==> src/bcc_pkg.sv <==
`default_nettype none
// ----------------------------------------------------------------------------
// bcc_pkg
// Codes and reset values for the button click classifier.
// ----------------------------------------------------------------------------
package bcc_pkg;

	localparam int unsigned TimeWidth = 32;
	localparam int unsigned CfgWidth  = 16;

	localparam logic [CfgWidth-1:0] LongPressReset = 16'd500;
	localparam logic [CfgWidth-1:0] DoubleWinReset = 16'd300;

	typedef enum logic [1:0] {
		REQ_PRESS   = 2'd0,
		REQ_RELEASE = 2'd1,
		REQ_FLUSH   = 2'd2
	} req_t;

	typedef enum logic [1:0] {
		TRIG_NONE   = 2'd0,
		TRIG_SINGLE = 2'd1,
		TRIG_DOUBLE = 2'd2,
		TRIG_LONG   = 2'd3
	} trig_t;

	typedef enum logic {
		CFG_LONG_PRESS = 1'b0,
		CFG_DOUBLE_WIN = 1'b1
	} cfg_idx_t;

endpackage
`default_nettype wire

==> src/button_click_classifier_unit.sv <==
`default_nettype none
// ----------------------------------------------------------------------------
// button_click_classifier_unit
// Single, double and long press classifier for one button.
//
// Input channel: in_valid / in_stall carries one event word (req_type, now_ms).
// Output channel: out_valid / out_stall carries one trigger word per event,
// in event order (none, single, double, long).
// Configuration: cfg_we writes cfg_data into the register cfg_index selects
// (0 long press time, 1 double click window); write only while idle.
// The input register holds an accepted event; its trigger is computed from
// it and loaded into the result register once that register can take it.
// Throughput: one event per cycle while the input is not stalled; the input
// register and the result register hold one word each, so a new event is
// taken while a result waits. A stalled receiver holds the result; once both
// registers are full the input is stalled until out_stall drops.
// Reset clears the classifier state, empties both registers and loads
// 500 ms and 300 ms into the configuration registers.
// ----------------------------------------------------------------------------
module button_click_classifier_unit (
	input  wire logic        clk,
	input  wire logic        arst_n,
	input  wire logic        in_valid,
	output logic             in_stall,
	input  wire logic [1:0]  req_type,
	input  wire logic [31:0] now_ms,
	output logic             out_valid,
	input  wire logic        out_stall,
	output logic [1:0]       trigger,
	input  wire logic        cfg_we,
	input  wire logic        cfg_index,
	input  wire logic [15:0] cfg_data
);

	logic [bcc_pkg::CfgWidth-1:0]  long_press_q;
	logic [bcc_pkg::CfgWidth-1:0]  double_win_q;

	logic                          held_q;
	logic [bcc_pkg::TimeWidth-1:0] press_time_q;
	logic                          single_q;
	logic [bcc_pkg::TimeWidth-1:0] release_time_q;

	logic                          valid_s1;
	logic [1:0]                    req_s1;
	logic [bcc_pkg::TimeWidth-1:0] now_s1;

	logic                          out_valid_q;
	bcc_pkg::trig_t                trigger_q;

	logic                          adv;
	logic [bcc_pkg::TimeWidth-1:0] hold_ms;
	logic [bcc_pkg::TimeWidth-1:0] gap_ms;
	logic                          long_hit;
	logic                          in_win;
	bcc_pkg::trig_t                trig_d;
	logic                          held_d;
	logic                          press_ld;
	logic                          single_d;
	logic                          rel_ld;
	logic                          rel_clr;

	assign adv      = valid_s1 && !(out_valid_q && out_stall);
	assign in_stall = valid_s1 && out_valid_q && out_stall;

	assign hold_ms  = now_s1 - press_time_q;
	assign gap_ms   = now_s1 - release_time_q;
	assign long_hit = hold_ms >= {{(bcc_pkg::TimeWidth-bcc_pkg::CfgWidth){1'b0}}, long_press_q};
	assign in_win   = gap_ms <= {{(bcc_pkg::TimeWidth-bcc_pkg::CfgWidth){1'b0}}, double_win_q};

	always_comb begin
		trig_d   = bcc_pkg::TRIG_NONE;
		held_d   = held_q;
		press_ld = 1'b0;
		single_d = single_q;
		rel_ld   = 1'b0;
		rel_clr  = 1'b0;
		unique case (req_s1)
			bcc_pkg::REQ_PRESS: begin
				if (!held_q) begin
					held_d   = 1'b1;
					press_ld = 1'b1;
				end
			end
			bcc_pkg::REQ_RELEASE: begin
				if (held_q) begin
					held_d = 1'b0;
					if (long_hit) begin
						trig_d   = bcc_pkg::TRIG_LONG;
						single_d = 1'b0;
						rel_clr  = 1'b1;
					end else if (single_q && in_win) begin
						trig_d   = bcc_pkg::TRIG_DOUBLE;
						single_d = 1'b0;
						rel_clr  = 1'b1;
					end else begin
						single_d = 1'b1;
						rel_ld   = 1'b1;
					end
				end
			end
			bcc_pkg::REQ_FLUSH: begin
				if (single_q && !in_win) begin
					trig_d   = bcc_pkg::TRIG_SINGLE;
					single_d = 1'b0;
					rel_clr  = 1'b1;
				end
			end
			default: begin
			end
		endcase
	end

	always_ff @(posedge clk or negedge arst_n) begin
		if (!arst_n) begin
			long_press_q <= bcc_pkg::LongPressReset;
			double_win_q <= bcc_pkg::DoubleWinReset;
		end else if (cfg_we) begin
			unique case (cfg_index)
				bcc_pkg::CFG_LONG_PRESS: long_press_q <= cfg_data;
				bcc_pkg::CFG_DOUBLE_WIN: double_win_q <= cfg_data;
				default: begin
				end
			endcase
		end
	end

	always_ff @(posedge clk or negedge arst_n) begin
		if (!arst_n) begin
			valid_s1 <= 1'b0;
		end else if (!in_stall) begin
			valid_s1 <= in_valid;
		end
	end

	always_ff @(posedge clk) begin
		if (!in_stall && in_valid) begin
			req_s1 <= req_type;
			now_s1 <= now_ms;
		end
	end

	always_ff @(posedge clk or negedge arst_n) begin
		if (!arst_n) begin
			held_q         <= 1'b0;
			press_time_q   <= '0;
			single_q       <= 1'b0;
			release_time_q <= '0;
		end else if (adv) begin
			held_q   <= held_d;
			single_q <= single_d;
			if (press_ld) begin
				press_time_q <= now_s1;
			end
			if (rel_ld) begin
				release_time_q <= now_s1;
			end else if (rel_clr) begin
				release_time_q <= '0;
			end
		end
	end

	always_ff @(posedge clk or negedge arst_n) begin
		if (!arst_n) begin
			out_valid_q <= 1'b0;
		end else if (adv) begin
			out_valid_q <= 1'b1;
		end else if (!out_stall) begin
			out_valid_q <= 1'b0;
		end
	end

	always_ff @(posedge clk) begin
		if (adv) begin
			trigger_q <= trig_d;
		end
	end

	assign out_valid = out_valid_q;
	assign trigger   = trigger_q;

	// hold the word in the input stage only when the result stage is full
	a_stall_cause: assert property (@(posedge clk) disable iff (!arst_n)
		in_stall |-> (valid_s1 && out_valid_q))
		else $error("input stalled without a full pipeline");

	a_press_held: assert property (@(posedge clk) disable iff (!arst_n)
		(adv && req_s1 == bcc_pkg::REQ_PRESS) |=> held_q)
		else $error("press did not set held");

	a_long_clears: assert property (@(posedge clk) disable iff (!arst_n)
		(adv && trig_d == bcc_pkg::TRIG_LONG)
		|=> (!single_q && release_time_q == '0 && !held_q))
		else $error("long press left state behind");

	a_single_src: assert property (@(posedge clk) disable iff (!arst_n)
		(adv && trig_d == bcc_pkg::TRIG_SINGLE) |-> (single_q && req_s1 == bcc_pkg::REQ_FLUSH))
		else $error("single issued without a pending click");

	a_result_load: assert property (@(posedge clk) disable iff (!arst_n)
		adv |=> (out_valid_q && trigger_q == $past(trig_d)))
		else $error("result register missed a word");

endmodule
`default_nettype wire

==> config.mk <==
export PLATFORM = sky130hd
export DESIGN_NAME = button_click_classifier_unit
export DESIGN_NICKNAME = d
export VERILOG_FILES = /design/src/bcc_pkg.sv /design/src/button_click_classifier_unit.sv
export SDC_FILE = /design/constraint.sdc
export NUM_CORES = 1
export LEC_CHECK = 0
export ABC_AREA = 1
export BUFFER_PORTS_ARGS = -buffer_cell sky130_fd_sc_hd__buf_4
export CAP_MARGIN = 10
export CORE_MARGIN = 2
export CORE_UTILIZATION = 55
export DETAILED_ROUTE_END_ITERATION = 6
export MAX_ROUTING_LAYER = met4
export PLACE_DENSITY = 0.81
export SYNTH_ARGS = -nofsm -noshare
export SYNTH_HDL_FRONTEND = slang
export SYNTH_SLANG_ARGS = --single-unit
==> constraint.sdc <==
create_clock -name clk -period 3.5 [get_ports clk]
set_input_delay 0.175 -clock clk [delete_from_list [all_inputs] [get_ports clk]]
set_output_delay 0.175 -clock clk [all_outputs]
set_load 0.05 [all_outputs]
# Yosys cells after proc, flatten, opt, wreduce, memory -nomap -nowiden
# Cells that the tools add are included.
[totals] register_bits=136 output_inout_bits=4 wordCells=65
[op_classes] n_mux=24 eq_ne=5 magnitude_cmp=2 n_addsub=2 reduce_logical=20 bitwise_logic=1
[op_table] cell="32-bit 2-to-1 mux" n=2
[op_table] cell="32-bit subtractor" n=2
[op_table] cell="32-bit by 16-bit greater-or-equal comparator with 1-bit output" n=1
[op_table] cell="32-bit by 16-bit less-or-equal comparator with 1-bit output" n=1
[op_table] cell="1-bit 2-to-1 mux" n=15
[op_table] cell="2-bit AND reduction" n=5
[op_table] cell="1-bit logical AND" n=7
[op_table] cell="2-bit 2-to-1 mux" n=3
[op_table] cell="1-bit case mux with 2 select lines" n=3
[op_table] cell="2-bit nonzero test" n=3
[op_table] cell="2-bit != test, second input constant" n=2
[op_table] cell="2-bit case mux with 2 select lines" n=1
[op_table] cell="4-bit AND reduction" n=1
[op_table] cell="1-bit logical NOT" n=3
[op_table] cell="2-bit by 1-bit == test with 1-bit output, second input constant" n=1
[op_table] cell="2-bit == test, second input constant" n=1
[op_table] cell="2-bit logical NOT" n=1
[op_table] cell="2-bit by 1-bit != test with 1-bit output, second input constant" n=1
[op_table] cell="1-bit inverter" n=1

# Depth between registers and ports, before layout
[depth] word_depth=9 ltp_mapped=29 ltp_nobuf=28

# Least setup slack after synthesis
# OpenSTA, ideal clock, no wires.
[synth_timing] path_type="register -> register" from="register now_s1[0] (netlist bit)" to="register release_time_q[21] (netlist bit)" stages_incl_launch_ff=28 t_required_ps=3383 path_slack_ps=213 path_buffers=1 arrival_ps=3170 period_less_slack_ps=3287 setup_ps=117 path_cell_list="edfxtp_1 -> inv_1 -> ha_1 -> inv_1 -> fa_1 -> nand2_1 -> nand2_1 -> nand3_1 -> nand2_2 -> nand2_1 -> nand2_2 -> xor2_1 -> ha_1 -> nand2_1 -> nor2_1 -> a211oi_1 -> nand3_1 -> nor2_1 -> nand3_1 -> nor2_2 -> nand2_2 -> nor2_4 -> nand3_4 -> nand2_4 -> nand2_8 -> buf_12 -> nand2_1 -> nand2_1"
[synth_between] elab_chain_len=9 elab_cells_between_ends=19 cone_classes="2 x add/sub; 2 x order compare; 10 x mux; 5 x reduce/logical"
[synth_rtl] item="start, declared" line="button_click_classifier_unit.sv:45" rtl="logic [bcc_pkg::TimeWidth-1:0] now_s1;"
[synth_rtl] item="start signal, assigned" line="button_click_classifier_unit.sv:138" rtl="now_s1 <= now_ms;"
[synth_rtl] item="32-bit subtractor" line="button_click_classifier_unit.sv:66" rtl="assign gap_ms = now_s1 - release_time_q;"
[synth_rtl] item="32-bit by 16-bit less-or-equal comparator with 1-bit output" line="button_click_classifier_unit.sv:68" rtl="assign in_win = gap_ms <= {{(bcc_pkg::TimeWidth-bcc_pkg::CfgWidth){1'b0}}, double_win_q};"
[synth_rtl] item="1-bit logical AND" line="button_click_classifier_unit.sv:91" rtl="end else if (single_q && in_win) begin"
[synth_rtl] item="1-bit 2-to-1 mux" line="button_click_classifier_unit.sv:91"
[synth_rtl] item="1-bit 2-to-1 mux" line="button_click_classifier_unit.sv:87" rtl="if (long_hit) begin"
[synth_rtl] item="1-bit 2-to-1 mux" line="button_click_classifier_unit.sv:85" rtl="if (held_q) begin"
[synth_rtl] item="1-bit case mux with 2 select lines / 1-bit 2-to-1 mux (equally long branches)" line="button_click_classifier_unit.sv:77" rtl="unique case (req_s1)"
[synth_rtl] item="2-bit nonzero test (no source line)"
[synth_rtl] item="2-bit AND reduction (no source line)"
[synth_rtl] item="end signal, assigned" line="button_click_classifier_unit.sv:155" rtl="release_time_q <= now_s1;"
[synth_rtl] item="end, declared" line="button_click_classifier_unit.sv:41" rtl="logic [bcc_pkg::TimeWidth-1:0] release_time_q;"
# Parallel ways exist; a longest one is shown, timed or not.
# A chain may end at the register's enable or synchronous reset.

# Worst setup path after layout
[layout_timing] from="register now_s1[13] (netlist bit)" to="register release_time_q[2] (netlist bit)"
# Same word-level chain as after synthesis.

==> summary.txt <==
Placed design
  – Placed Instances: 2114
  – Input/output buffers: 59
  – Post-DP HPWL: 24800 um
  – GP Congestion: 0.987
  – Placed Area: around 13000 sq um

Logic synthesis
  – Fraction of registers with async set/reset: 73.5%
  – Syn Inst Count: 1682
  – Mapped Area: roughly 11000 sq um
  – Area fraction in compound gates after synthesis: 6.50%
  – Syn_nets: 1837
  – Seq cells post-synth: 136
  – Adder-cell share of the synthesized area: around 11%
  – Ys Warns: 0
  – Mux contribution to synthesized area: 0.100%
  – Largest family of logic cells by synthesized area: simple AND/OR/NAND/NOR gates
  – Post-Syn Area per Cell: 6.67 sq um
  – Post-synthesis simple-gate area fraction: 34.6%
  – Top FF cell, synth: dfrtp_1
  – Xor/xnor share of the synthesized area: approximately 2.4%
  – Register area share after synthesis: about 32%
  – Distinct cells, synth: 42
  – Post-synth EDFFs: 36

Clock network
  – Worst-path clk slew: 0.08 ns
  – Clock root buffer: clkbuf_16
  – Inserted Clock Buffers: 17
  – CTS tree: built
  – Clock Tree Buf Depth: 2
  – CTS H-tree lvls: 4
  – Clk sink count: 136
  – Clk_lat worst skew: ~0.46 ns

Drt
  – Final wirelength: 49600 um
  – Vias: between 10000 and 15000
  – Antenna Nets Post-Route: 0
  – DRC viols: 84
  – Pre-antenna DRT Iters: 7
  – Initial DRC Count: 2285
  – Vias per std cell: 6.05
  – DR WL/cell: 21.9 um

Critical path
  – Worst setup EP type: flip-flop
  – Critical path peak fanout: 8
  – CP Launch Type: flip-flop
  – CP most frequent cell: nand2_2
  – CP Class: flip-flop to flip-flop
  – Worst EP required: 3.84 ns
  – Max incr delay on CP: between 0.5 and 0.6 ns
  – Worst Path Arrival: 4.80 ns
  – Slowest-stage cell, CP: edfxtp_1
  – R2r setup slk: -0.97 ns

STA
  – Final Hold Viols: 0
  – Final Max Tran Viols: 0
  – Slew headroom: approximately a third
  – Final Worst Setup Slack: -0.966 ns
  – RSZ-0062 raised after global routing: yes
  – Tmin final: approximately 4.5 ns
  – Clock Skews: roughly 0.02 ns
  – Final setup vio count: 35
  – Final period util: 128%
  – Fmax: 0.224 GHz
  – Worst slew pin tran: 0.994 ns

Power and ir drop
  – Sequential fraction of design power: 20.3%
  – Leak Pwr: 8.18 nW
  – Clock group share of total power: 18.5%
  – Power per cell area: 671 nW/um^2
  – Gate power share: 61.1%
  – Internal power: 5.32 mW
  – Total net switching power: about 5 mW
  – Sw frac: 48.4%
  – VDD IR-drop max: 0.000509 V

Die
  – Initial Utilization: 55.8%
  – Core area: 20100 sq um
  – Placement Rows: 52
  – Die footprint: about 22000 sq um
  – Die X: 147 um
  – I/O Pins: 60
  – Die H: 147 um

Finish
  – Area of the multi-input gates: between 7000 and 8000 sq um
  – Finished Cell Area: 15400 sq um
  – P&R area growth vs syn: 36.9%
  – Fillers: about 1200
  – Register area: 3600 sq um
  – Final net count: 2129
  – Final Non-Filler Cells: 2259
  – Final Util: 76.4%
  – Share of cells above drive strength 1: 27.8%

Min path
  – Hold Path Class: input port to flip-flop

Status
  – Failing checks: DRC, setup timing
  – Status: finished with violations

Global route
  – Initial antenna violation count: 3
  – Global-route wire length before repair: 63300 um
  – Gr ovfl total: 0
  – Vias in the first global route: approximately 12000
  – Largest net degree at the start of global routing: 72
  – GRT Resource Usage Total: 38.7%

Job
  – Max_cap viols: 0
==> power groups by stage <==
| stage | sequential, mW | clock (mW) | combinational (mW) |
|---|---|---|---|
| 4_1_cts | 2.05 | 1.82 | 4.86 |
| 6_report | 2.09 | 1.91 | 6.31 |
| 3_5_place_dp | 2.08 | 0 | 4.31 |
| 2_1_floorplan | 2.04 | 0 | 2.89 |
| 5_1_grt | 2.10 | 1.94 | 6.61 |
| 3_3_place_gp | 2.06 | 0 | 4.20 |
==> flip-flops by register name, summed over array words and instances, names as in the netlist <==
register and cells:
out_valid 1, held_q 1, release_time_q 32, press_time_q 32, single_q 1, req_s1 2, now_s1 32, valid_s1 1
trigger 2, long_press_q 16, double_win_q 16
==> final cells by class <==
| cell class | instances | area share (%) |
|---|---|---|
| diodes | 2 | 0.0326 |
| clock buffers | 19 | 3.09 |
| clock inverters | 13 | 0.757 |
| inverters | 357 | 8.82 |
| multi-input cells | 1171 | 46.4 |
| flip-flops and latches | 136 | 23.4 |
| well taps | 270 | 2.20 |
| repair buffers | 291 | 15.3 |
==> repair_timing <==
| action | CTS | global route |
|---|---|---|
| resized for setup | 79 | 149 |
| buffers inserted | 38 | 33 |
| endpoints found under the setup margin | 35 | 35 |
| hold buffers | 37 | 0 |
| endpoints found under the hold margin | 99 | 0 |
| cloned | 3 | 0 |
| pin swaps | 28 | 79 |
==> final timing paths <==
| path | startpoint | endpoint | cells after the start |
|---|---|---|---|
| min in group asynchronous | arst_n | long_press_q[10]$_DFFE_PN0P_ | 2 |
| max in group asynchronous | arst_n | double_win_q[3]$_DFFE_PN1P_ | 3 |
| worst max register to register | now_s1[13]$_DFFE_PP_ | release_time_q[2]$_DFFE_PN0P_ | 25 |
| worst min register to register | double_win_q[8]$_DFFE_PN1P_ | double_win_q[8]$_DFFE_PN1P_ | 2 |
| worst min-delay path | cfg_data[2] | double_win_q[2]$_DFFE_PN1P_ | 3 |
| worst max-delay path | now_s1[13]$_DFFE_PP_ | release_time_q[2]$_DFFE_PN0P_ | 25 |
==> kinds of logic (layout without fill, tap and decap cells) <==
| kind of cell | count (synthesis) | in the layout |
|---|---|---|
| simple gates | 899 | 902 |
| compound gates | 138 | 138 |
| mux | 1 | 1 |
| buf+inv | 378 | 680 |
| fa+ha+maj | 99 | 99 |
| xor+xnor | 31 | 31 |
| other cells | 0 | 2 |
| flops | 136 | 136 |
==> cells in the final DEF, fill, tap and decap left out, types with 6 or more instances in the layout <==
cell type	count
nand3b_1	13
nand2_1	516
dfstp_2	10
inv_2	19
dlygate4sd3_1	37
nand2_2	97
nand2_4	26
nand3_2	8
xor2_2	8
ha_1	71
o21ai_0	65
a21oi_1	45
buf_6	15
xor2_1	20
nor2_1	81
dfrtp_1	90
and2_1	10
clkbuf_16	19
nand4_1	14
buf_4	238
nand3_1	81
nor2_2	22
nand2_8	6
ha_4	24
inv_1	331
edfxtp_1	36
nor2_4	11
a21oi_2	10
==> critical path, delay by kind of cell, from the launching register on <==
kind / cells / cell delay, ns
buffers and inverters: 3 / 0.49
XOR/XNOR: 1 / 0.15
AO/OA/AOI/OAI: 2 / 0.48
flip-flops: 1 / 0.58
AND/OR/NAND/NOR: 17 / 2.07
adder cells (fa/ha/maj): 2 / 0.54
==> metrics by stage <==
stage	setup TNS, ns	hold WS [ns]	power, mW	setup slack, ns
6_report	-30.62	0.0359	10.3	-0.966
5_1_grt	-37.87	0.0585	10.7	-1.17
4_1_cts	-2.21	0.0215	8.73	-0.0916
3_5_place_dp	-11.95	0.354	6.39	-0.375
3_3_place_gp	-10.73	0.354	6.26	-0.325
2_1_floorplan	0	-0.121	4.93	0.213
==> cell usage after synthesis, types with 13 or more instances <==
library cell  instances  area, sq um
nand2_2              48          300
xor2_1               28          245
nand4_1              14         87.6
inv_2                15         56.3
nand3_1              88          440
o21ai_0              69          345
inv_1               339         1270
nand3b_1             13         97.6
nor2_2               15         93.8
edfxtp_1             36         1080
nor2_1               95          357
clkbuf_1             14         52.6
a21oi_1              56          280
nand2_1             592         2220
dfrtp_1              90         2250
ha_1                 97         1210
==> routing by layer <==
layer / GRT usage, % / routed length [um] / vias up / part of all wire (%)
met5: - / 0 / - / 0
met4: 23.3 / 4830 / 0 / 9.7
met3: 8.63 / 6580 / 513 / 13
met2: 63.0 / 21300 / 1274 / 43
met1: 43.8 / 16800 / 6152 / 34
li1: - / - / 5731 / -
No activity file was read; power rests on OpenSTA's default activity.
